File: src/rtl/lfps_pkg.sv
package lfps_pkg;

  // fixed-point gain format
  localparam int GAIN_FRAC_BITS = 8;

  // field widths
  localparam int SENSORS    = 6;
  localparam int ERR_W      = 6;
  localparam int INTEG_W    = 11;
  localparam int ACC_W      = INTEG_W + 1;
  localparam int DERIV_W    = ERR_W + 1;
  localparam int GAIN_W     = 12;
  localparam int SPEED_W    = 8;
  localparam int LIMIT_W    = 10;
  localparam int CFG_IDX_W  = 3;
  localparam int CFG_DATA_W = 12;

  // product and sum widths, gains carry one extra sign bit
  localparam int P_PROD_W = GAIN_W + 1 + ERR_W;
  localparam int I_PROD_W = GAIN_W + 1 + INTEG_W;
  localparam int D_PROD_W = GAIN_W + 1 + DERIV_W;
  localparam int SUM_W    = I_PROD_W + 1;
  localparam int CORR_W   = SUM_W - GAIN_FRAC_BITS;
  localparam int SPD_W    = ((CORR_W > SPEED_W) ? CORR_W : SPEED_W) + 2;

  // register indexes
  localparam logic [CFG_IDX_W-1:0] REG_PROP_GAIN    = 3'd0;
  localparam logic [CFG_IDX_W-1:0] REG_INTEG_GAIN   = 3'd1;
  localparam logic [CFG_IDX_W-1:0] REG_DERIV_GAIN   = 3'd2;
  localparam logic [CFG_IDX_W-1:0] REG_CRUISE_SPEED = 3'd3;
  localparam logic [CFG_IDX_W-1:0] REG_SPEED_MAX    = 3'd4;
  localparam logic [CFG_IDX_W-1:0] REG_INTEG_LIMIT  = 3'd5;

  // register reset values
  localparam logic [GAIN_W-1:0]  RST_PROP_GAIN    = 12'd128;
  localparam logic [GAIN_W-1:0]  RST_INTEG_GAIN   = 12'd0;
  localparam logic [GAIN_W-1:0]  RST_DERIV_GAIN   = 12'd51;
  localparam logic [SPEED_W-1:0] RST_CRUISE_SPEED = 8'd20;
  localparam logic [SPEED_W-1:0] RST_SPEED_MAX    = 8'd30;
  localparam logic [LIMIT_W-1:0] RST_INTEG_LIMIT  = 10'd100;

  // sensor weights, left to right
  localparam logic signed [ERR_W-1:0] SENSOR_WEIGHT [SENSORS] =
    '{-6'sd10, -6'sd5, -6'sd1, 6'sd1, 6'sd5, 6'sd10};

  typedef struct packed {
    logic [GAIN_W-1:0]  prop_gain;
    logic [GAIN_W-1:0]  integ_gain;
    logic [GAIN_W-1:0]  deriv_gain;
    logic [SPEED_W-1:0] cruise_speed;
    logic [SPEED_W-1:0] speed_max;
    logic [LIMIT_W-1:0] integ_limit;
  } cfg_t;

  typedef struct packed {
    logic [ERR_W-1:0]    err;
    logic [P_PROD_W-1:0] p_prod;
    logic [I_PROD_W-1:0] i_prod;
    logic [D_PROD_W-1:0] d_prod;
  } prod_t;

endpackage

File: src/rtl/lfps_cfg_regs.sv
module lfps_cfg_regs (
  input  logic                             clk,
  input  logic                             rst,
  input  logic                             cfg_valid,
  output logic                             cfg_ready,
  input  logic [lfps_pkg::CFG_IDX_W-1:0]   cfg_index,
  input  logic [lfps_pkg::CFG_DATA_W-1:0]  cfg_data,
  output lfps_pkg::cfg_t                   cfg
);

  assign cfg_ready = 1'b1;

  always_ff @(posedge clk) begin
    if (rst) begin
      cfg.prop_gain    <= lfps_pkg::RST_PROP_GAIN;
      cfg.integ_gain   <= lfps_pkg::RST_INTEG_GAIN;
      cfg.deriv_gain   <= lfps_pkg::RST_DERIV_GAIN;
      cfg.cruise_speed <= lfps_pkg::RST_CRUISE_SPEED;
      cfg.speed_max    <= lfps_pkg::RST_SPEED_MAX;
      cfg.integ_limit  <= lfps_pkg::RST_INTEG_LIMIT;
    end else if (cfg_valid) begin
      unique case (cfg_index)
        lfps_pkg::REG_PROP_GAIN:    cfg.prop_gain    <= cfg_data[lfps_pkg::GAIN_W-1:0];
        lfps_pkg::REG_INTEG_GAIN:   cfg.integ_gain   <= cfg_data[lfps_pkg::GAIN_W-1:0];
        lfps_pkg::REG_DERIV_GAIN:   cfg.deriv_gain   <= cfg_data[lfps_pkg::GAIN_W-1:0];
        lfps_pkg::REG_CRUISE_SPEED: cfg.cruise_speed <= cfg_data[lfps_pkg::SPEED_W-1:0];
        lfps_pkg::REG_SPEED_MAX:    cfg.speed_max    <= cfg_data[lfps_pkg::SPEED_W-1:0];
        lfps_pkg::REG_INTEG_LIMIT:  cfg.integ_limit  <= cfg_data[lfps_pkg::LIMIT_W-1:0];
        default: ;  // unmapped index, dropped
      endcase
    end
  end

endmodule

File: src/rtl/lfps_err_stage.sv
module lfps_err_stage (
  input  logic                            clk,
  input  logic                            rst,
  input  logic                            in_valid,
  output logic                            in_ready,
  input  logic [lfps_pkg::SENSORS-1:0]    sensor_bits,
  input  lfps_pkg::cfg_t                  cfg,
  input  logic                            prod_ready,
  output logic                            prod_valid,
  output lfps_pkg::prod_t                 prod
);

  logic                                 s0_valid;
  logic [lfps_pkg::SENSORS-1:0]         s0_bits;
  logic                                 advance;

  logic signed [lfps_pkg::ERR_W-1:0]    prev_error;
  logic signed [lfps_pkg::INTEG_W-1:0]  integ_acc;

  logic signed [lfps_pkg::ERR_W-1:0]    err_raw;
  logic signed [lfps_pkg::ERR_W-1:0]    err;
  logic signed [lfps_pkg::ACC_W-1:0]    integ_sum;
  logic signed [lfps_pkg::ACC_W-1:0]    lim;
  logic signed [lfps_pkg::ACC_W-1:0]    lim_neg;
  logic signed [lfps_pkg::INTEG_W-1:0]  integ_next;
  logic signed [lfps_pkg::DERIV_W-1:0]  deriv;
  logic signed [lfps_pkg::GAIN_W:0]     pg;
  logic signed [lfps_pkg::GAIN_W:0]     ig;
  logic signed [lfps_pkg::GAIN_W:0]     dg;
  logic signed [lfps_pkg::P_PROD_W-1:0] p_prod;
  logic signed [lfps_pkg::I_PROD_W-1:0] i_prod;
  logic signed [lfps_pkg::D_PROD_W-1:0] d_prod;

  assign advance  = s0_valid && (!prod_valid || prod_ready);
  assign in_ready = !s0_valid || advance;

  always_comb begin
    err_raw = '0;
    for (int i = 0; i < lfps_pkg::SENSORS; i++) begin
      if (s0_bits[i]) err_raw = err_raw + lfps_pkg::SENSOR_WEIGHT[i];
    end
    // no line seen: hold the last error
    err = (s0_bits == '0) ? prev_error : err_raw;

    integ_sum = {integ_acc[lfps_pkg::INTEG_W-1], integ_acc}
              + {{(lfps_pkg::ACC_W - lfps_pkg::ERR_W){err[lfps_pkg::ERR_W-1]}}, err};
    lim     = {{(lfps_pkg::ACC_W - lfps_pkg::LIMIT_W){1'b0}}, cfg.integ_limit};
    lim_neg = -lim;
    if (integ_sum < lim_neg)  integ_next = lim_neg[lfps_pkg::INTEG_W-1:0];
    else if (integ_sum > lim) integ_next = lim[lfps_pkg::INTEG_W-1:0];
    else                      integ_next = integ_sum[lfps_pkg::INTEG_W-1:0];

    deriv = {err[lfps_pkg::ERR_W-1], err} - {prev_error[lfps_pkg::ERR_W-1], prev_error};

    pg = {1'b0, cfg.prop_gain};
    ig = {1'b0, cfg.integ_gain};
    dg = {1'b0, cfg.deriv_gain};
    p_prod = lfps_pkg::P_PROD_W'(pg) * lfps_pkg::P_PROD_W'(err);
    i_prod = lfps_pkg::I_PROD_W'(ig) * lfps_pkg::I_PROD_W'(integ_next);
    d_prod = lfps_pkg::D_PROD_W'(dg) * lfps_pkg::D_PROD_W'(deriv);
  end

  always_ff @(posedge clk) begin
    if (rst) begin
      s0_valid   <= 1'b0;
      prod_valid <= 1'b0;
      prev_error <= '0;
      integ_acc  <= '0;
    end else begin
      if (in_ready) s0_valid <= in_valid;
      if (!prod_valid || prod_ready) prod_valid <= s0_valid;
      if (advance) begin
        prev_error <= err;
        integ_acc  <= integ_next;
      end
    end
  end

  always_ff @(posedge clk) begin
    if (in_valid && in_ready) s0_bits <= sensor_bits;
    if (advance) begin
      prod.err    <= err;
      prod.p_prod <= p_prod;
      prod.i_prod <= i_prod;
      prod.d_prod <= d_prod;
    end
  end

endmodule

File: src/rtl/lfps_speed_stage.sv
module lfps_speed_stage (
  input  logic                                clk,
  input  logic                                rst,
  input  logic                                prod_valid,
  output logic                                prod_ready,
  input  lfps_pkg::prod_t                     prod,
  input  lfps_pkg::cfg_t                      cfg,
  output logic                                out_valid,
  input  logic                                out_ready,
  output logic [lfps_pkg::SPEED_W-1:0]        left_drive,
  output logic [lfps_pkg::SPEED_W-1:0]        right_drive,
  output logic signed [lfps_pkg::ERR_W-1:0]   line_error
);

  logic signed [lfps_pkg::SUM_W-1:0]  sum;
  logic [lfps_pkg::SUM_W-1:0]         mag;
  logic [lfps_pkg::CORR_W-1:0]        corr_mag;
  logic signed [lfps_pkg::SPD_W-1:0]  corr;
  logic signed [lfps_pkg::SPD_W-1:0]  cruise_ext;
  logic signed [lfps_pkg::SPD_W-1:0]  max_ext;
  logic [lfps_pkg::SPEED_W-1:0]       left_next;
  logic [lfps_pkg::SPEED_W-1:0]       right_next;

  function automatic logic [lfps_pkg::SPEED_W-1:0] sat_speed(
    input logic signed [lfps_pkg::SPD_W-1:0] v,
    input logic signed [lfps_pkg::SPD_W-1:0] hi
  );
    logic [lfps_pkg::SPEED_W-1:0] r;
    if (v[lfps_pkg::SPD_W-1]) r = '0;
    else if (v > hi)          r = hi[lfps_pkg::SPEED_W-1:0];
    else                      r = v[lfps_pkg::SPEED_W-1:0];
    return r;
  endfunction

  assign prod_ready = !out_valid || out_ready;

  always_comb begin
    sum = {{(lfps_pkg::SUM_W - lfps_pkg::P_PROD_W){prod.p_prod[lfps_pkg::P_PROD_W-1]}},
           prod.p_prod}
        + {{(lfps_pkg::SUM_W - lfps_pkg::I_PROD_W){prod.i_prod[lfps_pkg::I_PROD_W-1]}},
           prod.i_prod}
        + {{(lfps_pkg::SUM_W - lfps_pkg::D_PROD_W){prod.d_prod[lfps_pkg::D_PROD_W-1]}},
           prod.d_prod};
    // truncate toward zero: shift the magnitude, then restore the sign
    mag      = sum[lfps_pkg::SUM_W-1] ? -sum : sum;
    corr_mag = mag[lfps_pkg::SUM_W-1:lfps_pkg::GAIN_FRAC_BITS];
    corr     = {{(lfps_pkg::SPD_W - lfps_pkg::CORR_W){1'b0}}, corr_mag};
    if (sum[lfps_pkg::SUM_W-1]) corr = -corr;
    cruise_ext = {{(lfps_pkg::SPD_W - lfps_pkg::SPEED_W){1'b0}}, cfg.cruise_speed};
    max_ext    = {{(lfps_pkg::SPD_W - lfps_pkg::SPEED_W){1'b0}}, cfg.speed_max};
    left_next  = sat_speed(cruise_ext - corr, max_ext);
    right_next = sat_speed(cruise_ext + corr, max_ext);
  end

  always_ff @(posedge clk) begin
    if (rst) out_valid <= 1'b0;
    else if (prod_ready) out_valid <= prod_valid;
  end

  always_ff @(posedge clk) begin
    if (prod_valid && prod_ready) begin
      left_drive  <= left_next;
      right_drive <= right_next;
      line_error  <= prod.err;
    end
  end

endmodule

File: src/rtl/line_follow_pid_steering_top.sv
// channel | direction | handshake              | payload
// in      | input     | in_valid / in_ready    | sensor_bits[5:0]
// out     | output    | out_valid / out_ready  | left_drive, right_drive, line_error
// cfg     | input     | cfg_valid / cfg_ready  | cfg_index[2:0], cfg_data[11:0]
//
// one sensor tick per cycle sustained while out_ready is high; each stage below is registered
// stages: input register, error/integral/product register, speed result register
// rst (synchronous) empties the pipeline, zeroes prev error and integral, loads reg defaults
// an output stall backs up stage by stage; in_ready drops only once all three are full
// cfg_ready is always high; writes to unmapped indexes are dropped
module line_follow_pid_steering_top (
  input  logic                                clk,
  input  logic                                rst,
  // sensor tick channel
  input  logic                                in_valid,
  output logic                                in_ready,
  input  logic [lfps_pkg::SENSORS-1:0]        sensor_bits,
  // steering result channel
  output logic                                out_valid,
  input  logic                                out_ready,
  output logic [lfps_pkg::SPEED_W-1:0]        left_drive,
  output logic [lfps_pkg::SPEED_W-1:0]        right_drive,
  output logic signed [lfps_pkg::ERR_W-1:0]   line_error,
  // register write channel
  input  logic                                cfg_valid,
  output logic                                cfg_ready,
  input  logic [lfps_pkg::CFG_IDX_W-1:0]      cfg_index,
  input  logic [lfps_pkg::CFG_DATA_W-1:0]     cfg_data
);

  lfps_pkg::cfg_t   cfg;
  lfps_pkg::prod_t  prod;
  logic             prod_valid;
  logic             prod_ready;

  // gains, speeds and integral limit
  lfps_cfg_regs u_cfg (
    .clk       (clk),
    .rst       (rst),
    .cfg_valid (cfg_valid),
    .cfg_ready (cfg_ready),
    .cfg_index (cfg_index),
    .cfg_data  (cfg_data),
    .cfg       (cfg)
  );

  // weighted error, held error on line loss, clamped integral, derivative,
  // and the three gain products; prev error and integral update once per transfer
  lfps_err_stage u_err (
    .clk         (clk),
    .rst         (rst),
    .in_valid    (in_valid),
    .in_ready    (in_ready),
    .sensor_bits (sensor_bits),
    .cfg         (cfg),
    .prod_ready  (prod_ready),
    .prod_valid  (prod_valid),
    .prod        (prod)
  );

  // pid sum, truncation toward zero, left/right saturation, result register
  lfps_speed_stage u_speed (
    .clk         (clk),
    .rst         (rst),
    .prod_valid  (prod_valid),
    .prod_ready  (prod_ready),
    .prod        (prod),
    .cfg         (cfg),
    .out_valid   (out_valid),
    .out_ready   (out_ready),
    .left_drive  (left_drive),
    .right_drive (right_drive),
    .line_error  (line_error)
  );

endmodule

File: config.mk
export PLATFORM = sky130hd
export DESIGN_NAME = line_follow_pid_steering_top
export DESIGN_NICKNAME = d
export VERILOG_FILES = /design/src/rtl/lfps_pkg.sv /design/src/rtl/lfps_cfg_regs.sv /design/src/rtl/lfps_err_stage.sv /design/src/rtl/lfps_speed_stage.sv /design/src/rtl/line_follow_pid_steering_top.sv
export SDC_FILE = /design/constraint.sdc
export NUM_CORES = 1
export LEC_CHECK = 0
export BUFFER_PORTS_ARGS = -buffer_cell sky130_fd_sc_hd__buf_2
export CAP_MARGIN = 25
export CORE_ASPECT_RATIO = 2
export CORE_UTILIZATION = 55
export DETAILED_ROUTE_END_ITERATION = 10
export PLACE_DENSITY = 0.77
export RECOVER_POWER = 25
export SYNTH_ARGS = -nofsm -noshare
export SYNTH_HDL_FRONTEND = slang
export SYNTH_SLANG_ARGS = --single-unit
export TNS_END_PERCENT = 5
File: constraint.sdc
create_clock -name clk -period 27.5 [get_ports clk]
set_input_delay 1.375 -clock clk [delete_from_list [all_inputs] [get_ports clk]]
set_output_delay 1.375 -clock clk [all_outputs]
set_load 0.05 [all_outputs]
==> out/qor.csv, run 1 <==
metric,value,unit
status,"complete, but fails checks",
failing checks,"capacitance limit, slew limit",
RSZ-0062 raised after global routing,no,
Max clock buf depth,2,
PortBufs,49,
Rows,103,
Core Area,0.0394,mm²
Area contributors post-synth,"fa_1 (19%), ha_1 (15%), edfxtp_1 (13%)",
Worst Skew,0.0138,ns
Final setup viols,0,
top cell type by total area after synthesis,fa_1,
Die Span X,143,µm
overall routing resource usage,28.5,%
Mapped Nets,2902,
Worst-path clk slew,0.08,ns
final antenna-violating net count,0,
Hold Path Class,reg -> reg,
Gate Count Post-Synth,2396,
TritonCTS Sinks,179,
final wirelength,55000,µm
startpoint types,flip-flop,
register area share after synthesis,20.8,%
total global routing overflow,0,
Worst-Margin Slew,3.29,ns
post-synthesis compound-gate area fraction,11.9,%
FMAX,76.7,MHz
Post-CTS Repair Setup Buffers,0,
synthesized area,0.0219,mm²
routed length per instance,18.6,µm
Post-CTS Hold Buffers,0,
layout cells sized above 1,7.91,%
initial antenna violation count,3,
Synth Area in Simple Gates,18.9,%
Cell variety after synth,120,
"most used cell, CP",ha_1,
worst-skew pair later-pin latency,0.47,ns
first-pass GRT wire length,88600,µm
Syn Area/Cell,9.15,µm²
relative slew slack,-119,%
Crit Path Max Fanout,16,
Synth top area share,19.2,%
most instantiated cells after synthesis,"nand2_1 (332), inv_1 (300), ha_1 (270), fa_1 (210), a21oi_1 (150)",
Die Ht,284,µm
number of global-route vias before repair,18300,
Final Max Slew Viols,72,
gpl congestion,0.912,
clock root cell,clkbuf_16,
DP HPWL,44800,µm
post-synthesis async set-or-reset flop share,0,%
largest family of logic cells by synthesized area,adder cells,
Crit path required time,27.70,ns
Residual DRC,0,
Die Area,0.0407,mm²
n_diodes,0,
WP data arrival,13.24,ns
TritonCTS Buffers,17,
xor/xnor share of the synthesized area,5.13,%
maximum number of pins on one net before global-route repair,87,
Layout area overhead,6.19,%
MaxCap Viol Count,1,
Post-synth EDFFs,97,
Pre-Repair DR Iteration Count,7,
Synth Flop Type,edfxtp_1,
count of final hold-check violations,0,
adder-cell area share of the yosys netlist,34.6,%
via count,17000,
DR vias/cell,5.77,
"Slowest-stage cell, CP",mux2i_1,
Synthesis Warnings,0,
worst setup path class,reg -> reg,
Yosys reg bits,179,
Max H-tree Level,4,
post-synthesis mux area share,2.00,%
"Largest stage delay, worst path",0.84,ns
cell with the most instances after synthesis,nand2_1,
nets@finish,2919,
Initial Util,55.6,%
Initial DRC Count,819,
Tcrit/Tclk final,47.4,%
Worst setup EP type,flip-flop,
CTS tree,built,
setup TNS,0,ns
min cycle time layout,13.04,ns
PostCTS Resize Cnt,0,
Top Ports,51,
[layout make-up]
class | instances | area [µm²]
Inverter | 301 | 1130
Clock inverter | 13 | 133
Clock buffer | 19 | 454
Multi-Input combinational cell | 1841 | 15900
Timing Repair Buffer | 73 | 435
Tap cell | 525 | 657
Fill cell | 3408 | 16200
Sequential cell | 179 | 4550
[per-stage QoR]
stage / std cells / setup slack [ns] / utilization, % / hold WS (ns) / cell area (µm²)
finish: 2951 / 14.46 / 59.0 / 0.423 / 23300
global placement: 2916 / 15.02 / 57.5 / 0.400 / 22700
detailed placement: 2918 / 14.66 / 57.5 / 0.406 / 22700
CTS: 2950 / 14.51 / 59.0 / 0.425 / 23300
floorplan: 2396 / 15.75 / - / 0.400 / 21900
global route: 2951 / 13.17 / 59.0 / 0.441 / 23300
[registers in the layout, indices dropped and copies added (netlist names)]
signal / count
u_err.prod: 69
u_err.s0_bits: 6
u_err.prev_error: 6
u_speed.right_drive: 8
u_speed.out_valid: 1
u_speed.line_error: 6
u_err.prod_valid: 1
u_err.integ_acc: 11
u_speed.left_drive: 8
u_err.s0_valid: 1
u_cfg.cfg: 62
[routing by layer]
| metal | routed length, µm | share of wire, % | GRT usage (%) |
|---|---|---|---|
| met1 | 18200 | 33 | 26.4 |
| met2 | 30800 | 56 | 55.3 |
| met3 | 1990 | 3.6 | 3.45 |
| met4 | 4010 | 7.3 | 20.8 |
| met5 | 29 | 0.053 | 0 |
[final timing paths]
check	cells after the start	start	end	slack (ns)
max	54	u_err.s0_bits[1]	u_err.prod[43]	14.46
min	0	u_err.prod[63]	u_speed.line_error[0]	0.42
max reg2reg	54	u_err.s0_bits[1]	u_err.prod[43]	14.46
min reg2reg	0	u_err.prod[63]	u_speed.line_error[0]	0.42
[critical path, delay by kind of cell, from the launching register on]
family | cells | cell delay (ns)
AO/OA/AOI/OAI | 21 | 4.45
adder cells (fa/ha/maj) | 12 | 4.22
multiplexers | 5 | 1.62
AND/OR/NAND/NOR | 7 | 0.80
buffers and inverters | 7 | 0.69
XOR/XNOR | 2 | 0.52
flip-flops | 1 | 0.46
[layout by cell type (no fill, tap or decap), types with 74 or more instances in the layout]
master	synthesis	layout
and2_1	98	98
nor2_1	97	97
edfxtp_1	97	97
dfxtp_1	82	82
fa_1	210	210
xnor2_1	91	91
nor2b_1	74	74
nand2_1	332	332
ha_1	270	270
a21oi_1	150	150
inv_1	300	300
[cell families after synthesis]
family	count (synthesis)
flip-flops	179
AND/OR/NAND/NOR	814
multiplexers	41
XOR/XNOR	125
adder cells (fa/ha/maj)	480
buffers and inverters	376
other	1
AO/OA/AOI/OAI	380
Power of run 1 is left out: the tool's default activity adds up to more than one toggle a clock period on the data nets, which glitch-free logic cannot reach.
==> run 2, diff against run 1 <==
--- a/config.mk
+++ b/config.mk
@@ -10,7 +10,7 @@
 export CORE_ASPECT_RATIO = 2
 export CORE_UTILIZATION = 55
 export DETAILED_ROUTE_END_ITERATION = 10
-export PLACE_DENSITY = 0.77
+export PLACE_DENSITY = 0.8
 export RECOVER_POWER = 25
 export SYNTH_ARGS = -nofsm -noshare
 export SYNTH_HDL_FRONTEND = slang
==> constraint.sdc (replaced) <==
create_clock -name clk -period 10.8 [get_ports clk]
set_input_delay 0.54 -clock clk [delete_from_list [all_inputs] [get_ports clk]]
set_output_delay 0.54 -clock clk [all_outputs]
set_load 0.05 [all_outputs]
==> run 2 against run 1 <==
The run ends with capacitance limit, slew limit, setup timing left. Global-route usage is 1.4 points higher. Via count rose by 6.8%. Non-clock buffer count grew 120. Sequential share of layout area fell by 1.4 points. First-iteration DRC count grew 25%. Cell count is 4.1% higher. Sequential cell count is the same. Register-to-register slack lost 15 ns. Critical path depth increased by 5. Worst setup slack worse by 15 ns. Worst hold slack got worse by 0.18 ns. Maximum frequency rose by 20%. Critical path type unchanged. Highest routed layer unchanged.
==> out/qor.csv, run 2 (same netlist as run 1, synthesis figures left out) <==
metric,value,unit,change
Die Span X,143,µm,unchanged
Crit Path Max Fanout,5,,-11
Reg-to-Reg Start,u_err.s0_bits[1],,
Worst Skew,0.0186,ns,+0.00473 ns
worst setup margin,-0.0736,ns,-14.53 ns
Max H-tree Level,4,,unchanged
min cycle time layout,10.87,ns,-2.17 ns
final antenna-violating net count,0,,unchanged
largest register by flop count,u_err.prod,,
Worst R2R Path Depth,59,,+9.3%
nets@finish,3039,,+4.1%
DR vias/cell,5.92,,+2.6%
TritonCTS Buffers,17,,unchanged
Crit path required time,11.12,ns,-16.58 ns
initial antenna violation count,1,,-2
first-pass GRT wire length,93000,µm,+4.9%
total global routing overflow,0,,unchanged
R2R Setup Slk,-0.07,ns,-14.53 ns
Core Area,0.0394,mm²,unchanged
RSZ-0062 raised after global routing,yes,,
Rows,103,,unchanged
Worst-path clk slew,0.08,ns,about the same
Initial Util,55.6,%,unchanged
overall routing resource usage,29.9,%,+1.4 points
register area,0.00455,mm²,unchanged
DP HPWL,46800,µm,+4.5%
"CP delay by family, top",adder cells,,
number of global-route vias before repair,19300,,+5.4%
Tcrit/Tclk final,101,%,+53 points
Post-CTS Hold Buffers,0,,unchanged
relative slew slack,-116,%,+3.2 points
Hold Path Stages,1,,+1
placed cell areas,0.0233,mm²,+2.8%
Residual DRC,0,,unchanged
final core occ,63.7,%,+4.6 points
"Largest stage delay, worst path",0.57,ns,-0.27 ns
maximum number of pins on one net before global-route repair,79,,-9.2%
n_diodes,0,,unchanged
final instance area,0.0251,mm²,+7.9%
failing checks,"capacitance limit, slew limit, setup timing",,
clock root cell,clkbuf_16,,
crit path buf inv count,24,,+17
Regs by FF count,"u_err.prod (69), u_cfg.cfg (62), u_err.integ_acc (11)",,
worst setup path class,reg -> reg,,
Top Ports,51,,unchanged
via count,18200,,+6.8%
MaxCap Viol Count,1,,unchanged
layout cells sized above 1,17.2,%,+9.2 points
count of final hold-check violations,0,,unchanged
Pre-Repair DR Iteration Count,5,,-2
reg2reg end,u_err.prod[30],,
most frequent cells in the layout,"nand2_1 (322), inv_1 (283), ha_1 (243)",,
final wirelength,60900,µm,+11%
hold slack,0.240,ns,-0.183 ns
PortBufs,49,,unchanged
multi-input logic area,0.0167,mm²,+5.0%
"most common cell after layout, fill and taps aside",nand2_1,,
Final setup viols,3,,+3
Die Ht,284,µm,unchanged
routing usage on met1,26.2,%,-0.22 points
setup TNS,-0.135,ns,-0.135 ns
routed length per instance,19.8,µm,+6.4%
status,"complete, but fails checks",,
Min-Delay Endpoint,u_err.s0_bits[3],,
Final Max Slew Viols,69,,-4.2%
Worst setup EP type,flip-flop,,
Initial DRC Count,1020,,+25%
max reg flops,69,,unchanged
gpl congestion,0.949,,+4.0%
FMAX,92.0,MHz,+20%
Layout area overhead,14.5,%,
startpoint types,flip-flop,,
min-delay src,sensor_bits[3],,
fillers,3068,,-10%
TritonCTS Sinks,179,,unchanged
Hold Path Class,in -> reg,,
CTS tree,built,,
Max clock buf depth,2,,unchanged
busiest layer in global routing,met2,,
Worst-Margin Slew,3.24,ns,-0.0475 ns
worst-skew pair later-pin latency,0.47,ns,about the same
met3 Use GR,4.16,%,+0.71 points
Die Area,0.0407,mm²,unchanged
"most used cell, CP",buf_4,,
"Slowest-stage cell, CP",fa_1,,
WP data arrival,11.19,ns,-2.05 ns
met2 Use GR,57.9,%,+2.5 points
-- run 2: changes by cell type in the layout (fill, tap and decap cells not counted), moves of 10 or more --
cell / previous run / this run
a21oi_1: 150 / 131
a21oi_2: 2 / 17
buf_4: 21 / 122
buf_6: 0 / 18
ha_1: 270 / 243
ha_4: 0 / 25
inv_1: 300 / 283
inv_2: 0 / 17
nand2_1: 332 / 322
o21ai_0: 47 / 27
o21ai_2: 3 / 15
-- run 2: worst max-delay path by stage --
stage / start / endpoint / depth (start not counted)
after floorplan: u_err.s0_bits[1] / u_err.prod[43] / 55
after global placement: u_err.s0_bits[0] / u_err.prod[42] / 55
after detailed placement: u_err.s0_bits[1] / u_err.prod[42] / 55
after CTS: u_err.s0_bits[1] / u_err.prod[42] / 56
after global routing: u_err.s0_bits[1] / u_err.prod[43] / 59
final: u_err.s0_bits[1] / u_err.prod[30] / 59
-- run 2: cell type report --
type	count	share of cell area (%)
clock buffers	20	1.91
clock inverters	12	0.633
inverters	301	4.50
multi-input cells	1841	66.6
flip-flops and latches	179	18.1
well taps	525	2.62
repair buffers	193	5.63
-- run 2: timing repair --
item                       in CTS  in global routing
resized for setup              36                149
setup endpoints to repair       9                 11
hold endpoints to repair        0                  0
pin swaps                      38                 99
buffers inserted               19                 22
cloned                          0                  1
-- run 2: metrics by stage --
stage	instances	setup slack (ns)
3_5_place_dp	2998	-0.804
5_1_grt	3071	-0.454
6_report	3071	-0.0736
4_1_cts	3049	0.0149
3_3_place_gp	2996	-0.427
2_1_floorplan	2396	0.00936
-- run 2: metal layers --
metal	vias to the layer above	wire length, µm
met2	732	33300
met5	-	28
li1	8241	-
met3	374	2800
met4	4	5940
met1	8825	18800
Power of run 2 is left out for the same reason.
==> run 3, diff against run 2 <==
--- a/config.mk
+++ b/config.mk
@@ -10,6 +10,7 @@
 export CORE_ASPECT_RATIO = 2
 export CORE_UTILIZATION = 55
 export DETAILED_ROUTE_END_ITERATION = 10
+export MAX_ROUTING_LAYER = met4
 export PLACE_DENSITY = 0.8
 export RECOVER_POWER = 25
 export SYNTH_ARGS = -nofsm -noshare
==> run 3 against run 2 <==
The run ends with capacitance limit, slew limit left. Cell count shrank 0.42%. Sequential share of layout area grew 0.34 points. Worst setup slack gained 0.25 ns. Critical path type unchanged.
==> out/qor.csv, run 3 (same netlist as run 1, synthesis figures left out) <==
metric,value,unit,change
largest register by flop count,u_err.prod,,
initial antenna violation count,0,,-1
Tcrit/Tclk final,98.4,%,-2.3 points
placed cell areas,0.0233,mm²,-0.31%
Worst setup EP type,flip-flop,,
final antenna-violating net count,0,,unchanged
Final Max Slew Viols,83,,+20%
Max clock buf depth,2,,unchanged
"most common cell after layout, fill and taps aside",nand2_1,,
placed insts,2990,,-0.27%
WP data arrival,10.84,ns,-0.35 ns
Critical path origin,u_err.s0_bits[1],,
WP depth,55,,-6.8%
fin cells,3058,,-0.42%
Pre-Repair DR Iteration Count,8,,+3
Crit path required time,11.01,ns,-0.11 ns
startpoint types,flip-flop,,
"Largest stage delay, worst path",0.55,ns,-0.02 ns
DR vias/cell,5.83,,-1.5%
max reg flops,69,,unchanged
via count,17800,,-1.9%
final wirelength,58300,µm,-4.3%
Worst R2R Path Depth,55,,-6.8%
Hold Path Stages,1,,unchanged
most frequent cells in the layout,"nand2_1 (330), inv_1 (291), ha_1 (254)",,
RSZ-0062 raised after global routing,yes,,
clock root cell,clkbuf_16,,
routed length per instance,19.1,µm,-3.9%
count of final hold-check violations,0,,unchanged
final core occ,62.5,%,-1.2 points
relative slew slack,-143,%,-28 points
status,"complete, but fails checks",,
crit path buf inv count,7,,-71%
Die Span X,143,µm,unchanged
Max H-tree Level,4,,unchanged
min cycle time layout,10.62,ns,-0.249 ns
number of global-route vias before repair,19100,,-1.1%
maximum number of pins on one net before global-route repair,83,,+5.1%
worst setup path class,reg -> reg,,
Final setup viols,0,,-3
final instance area,0.0247,mm²,-1.8%
Worst-Margin Slew,3.65,ns,+0.413 ns
Core Area,0.0394,mm²,unchanged
failing checks,"capacitance limit, slew limit",,
total global routing overflow,0,,unchanged
min-delay src,sensor_bits[3],,
Die Area,0.0407,mm²,unchanged
PortBufs,49,,unchanged
MaxCap Viol Count,1,,unchanged
gpl congestion,1.08,,+14%
FMAX,94.1,MHz,+2.3%
worst-skew pair later-pin latency,0.47,ns,about the same
layout cells sized above 1,15.4,%,-1.8 points
Die Ht,284,µm,unchanged
nets@finish,3025,,-0.46%
fillers,3158,,+2.9%
Initial Util,55.6,%,unchanged
Worst Skew,0.0151,ns,-0.00347 ns
"CP delay by family, top",adder cells,,
Reg-to-Reg Start,u_err.s0_bits[1],,
DP HPWL,46800,µm,+0.12%
overall routing resource usage,30.4,%,+0.49 points
Residual DRC,0,,unchanged
Layout area overhead,12.4,%,
Worst-path clk slew,0.08,ns,about the same
Top Ports,51,,unchanged
first-pass GRT wire length,91200,µm,-2.0%
TritonCTS Sinks,179,,unchanged
Post-CTS Hold Buffers,0,,unchanged
"Slowest-stage cell, CP",fa_1,,
Regs by FF count,"u_err.prod (69), u_cfg.cfg (62), u_err.integ_acc (11)",,
CTS tree,built,,
TritonCTS Buffers,17,,unchanged
Crit Path Max Fanout,6,,+1
Initial DRC Count,962,,-5.7%
Rows,103,,unchanged
Hold Path Class,in -> reg,,
run 3: cell types whose count changed in the layout (fill, tap and decap cells not counted), sizes merged:
cell,change
clkinv,+4
clkinvlp,-1
bufinv,-1
clkbuf,-5
diode,+1
buf,-11
run 3: per-layer routing:
metal	share of wire, %	GRT usage, %
met1	31	26.0
met2	54	55.9
met3	4.2	4.13
met4	10	26.9
met5	0	-
run 3: metrics by stage:
step | TNS [ns] | hold WS [ns] | worst slack, ns
global route | -1.17 | 0.235 | -0.283
detailed placement | -3.47 | 0.409 | -0.767
floorplan | 0 | 0.400 | 0.00936
CTS | -0.00538 | 0.231 | -0.00538
global placement | -1.07 | 0.403 | -0.303
finish | 0 | 0.244 | 0.175
run 3: worst reg2reg max path, delay by kind of cell (launching register included):
family                   cells  cell delay [ns]
adder cells (fa/ha/maj)     10             3.42
AO/OA/AOI/OAI               20             3.01
XOR/XNOR                     7             1.37
AND/OR/NAND/NOR              9             1.02
buffers and inverters        7             0.87
flip-flops                   1             0.43
multiplexers                 2             0.27
run 3: layout make-up:
cell class                 count  area [µm²]  area share (%)
inverter                     301        1130            4.59
antenna                        1        2.50          0.0102
sequential                   179        4550            18.5
timing repair buffer         179        1230            5.01
clock inverter                14         160           0.650
clock buffer                  18         450            1.83
multi-input combinational   1841       16500            66.8
tap                          525         657            2.66
run 3: path summary, 6_finish.rpt:
| path | slack (ns) | endpoint |
|---|---|---|
| worst min register to register | 0.42 | u_speed.line_error[0] |
| worst min-delay path | 0.24 | u_err.s0_bits[3] |
| worst max register to register | 0.18 | u_err.prod[42] |
| worst max-delay path | 0.18 | u_err.prod[42] |
run 3: timing repair:
action | CTS | global route
gates cloned | 0 | 0
hold endpoints to repair | 0 | 0
buffers inserted | 15 | 19
resized for setup | 42 | 82
endpoints found under the setup margin | 7 | 10
pin swaps | 24 | 75
Power of run 3 is left out for the same reason.
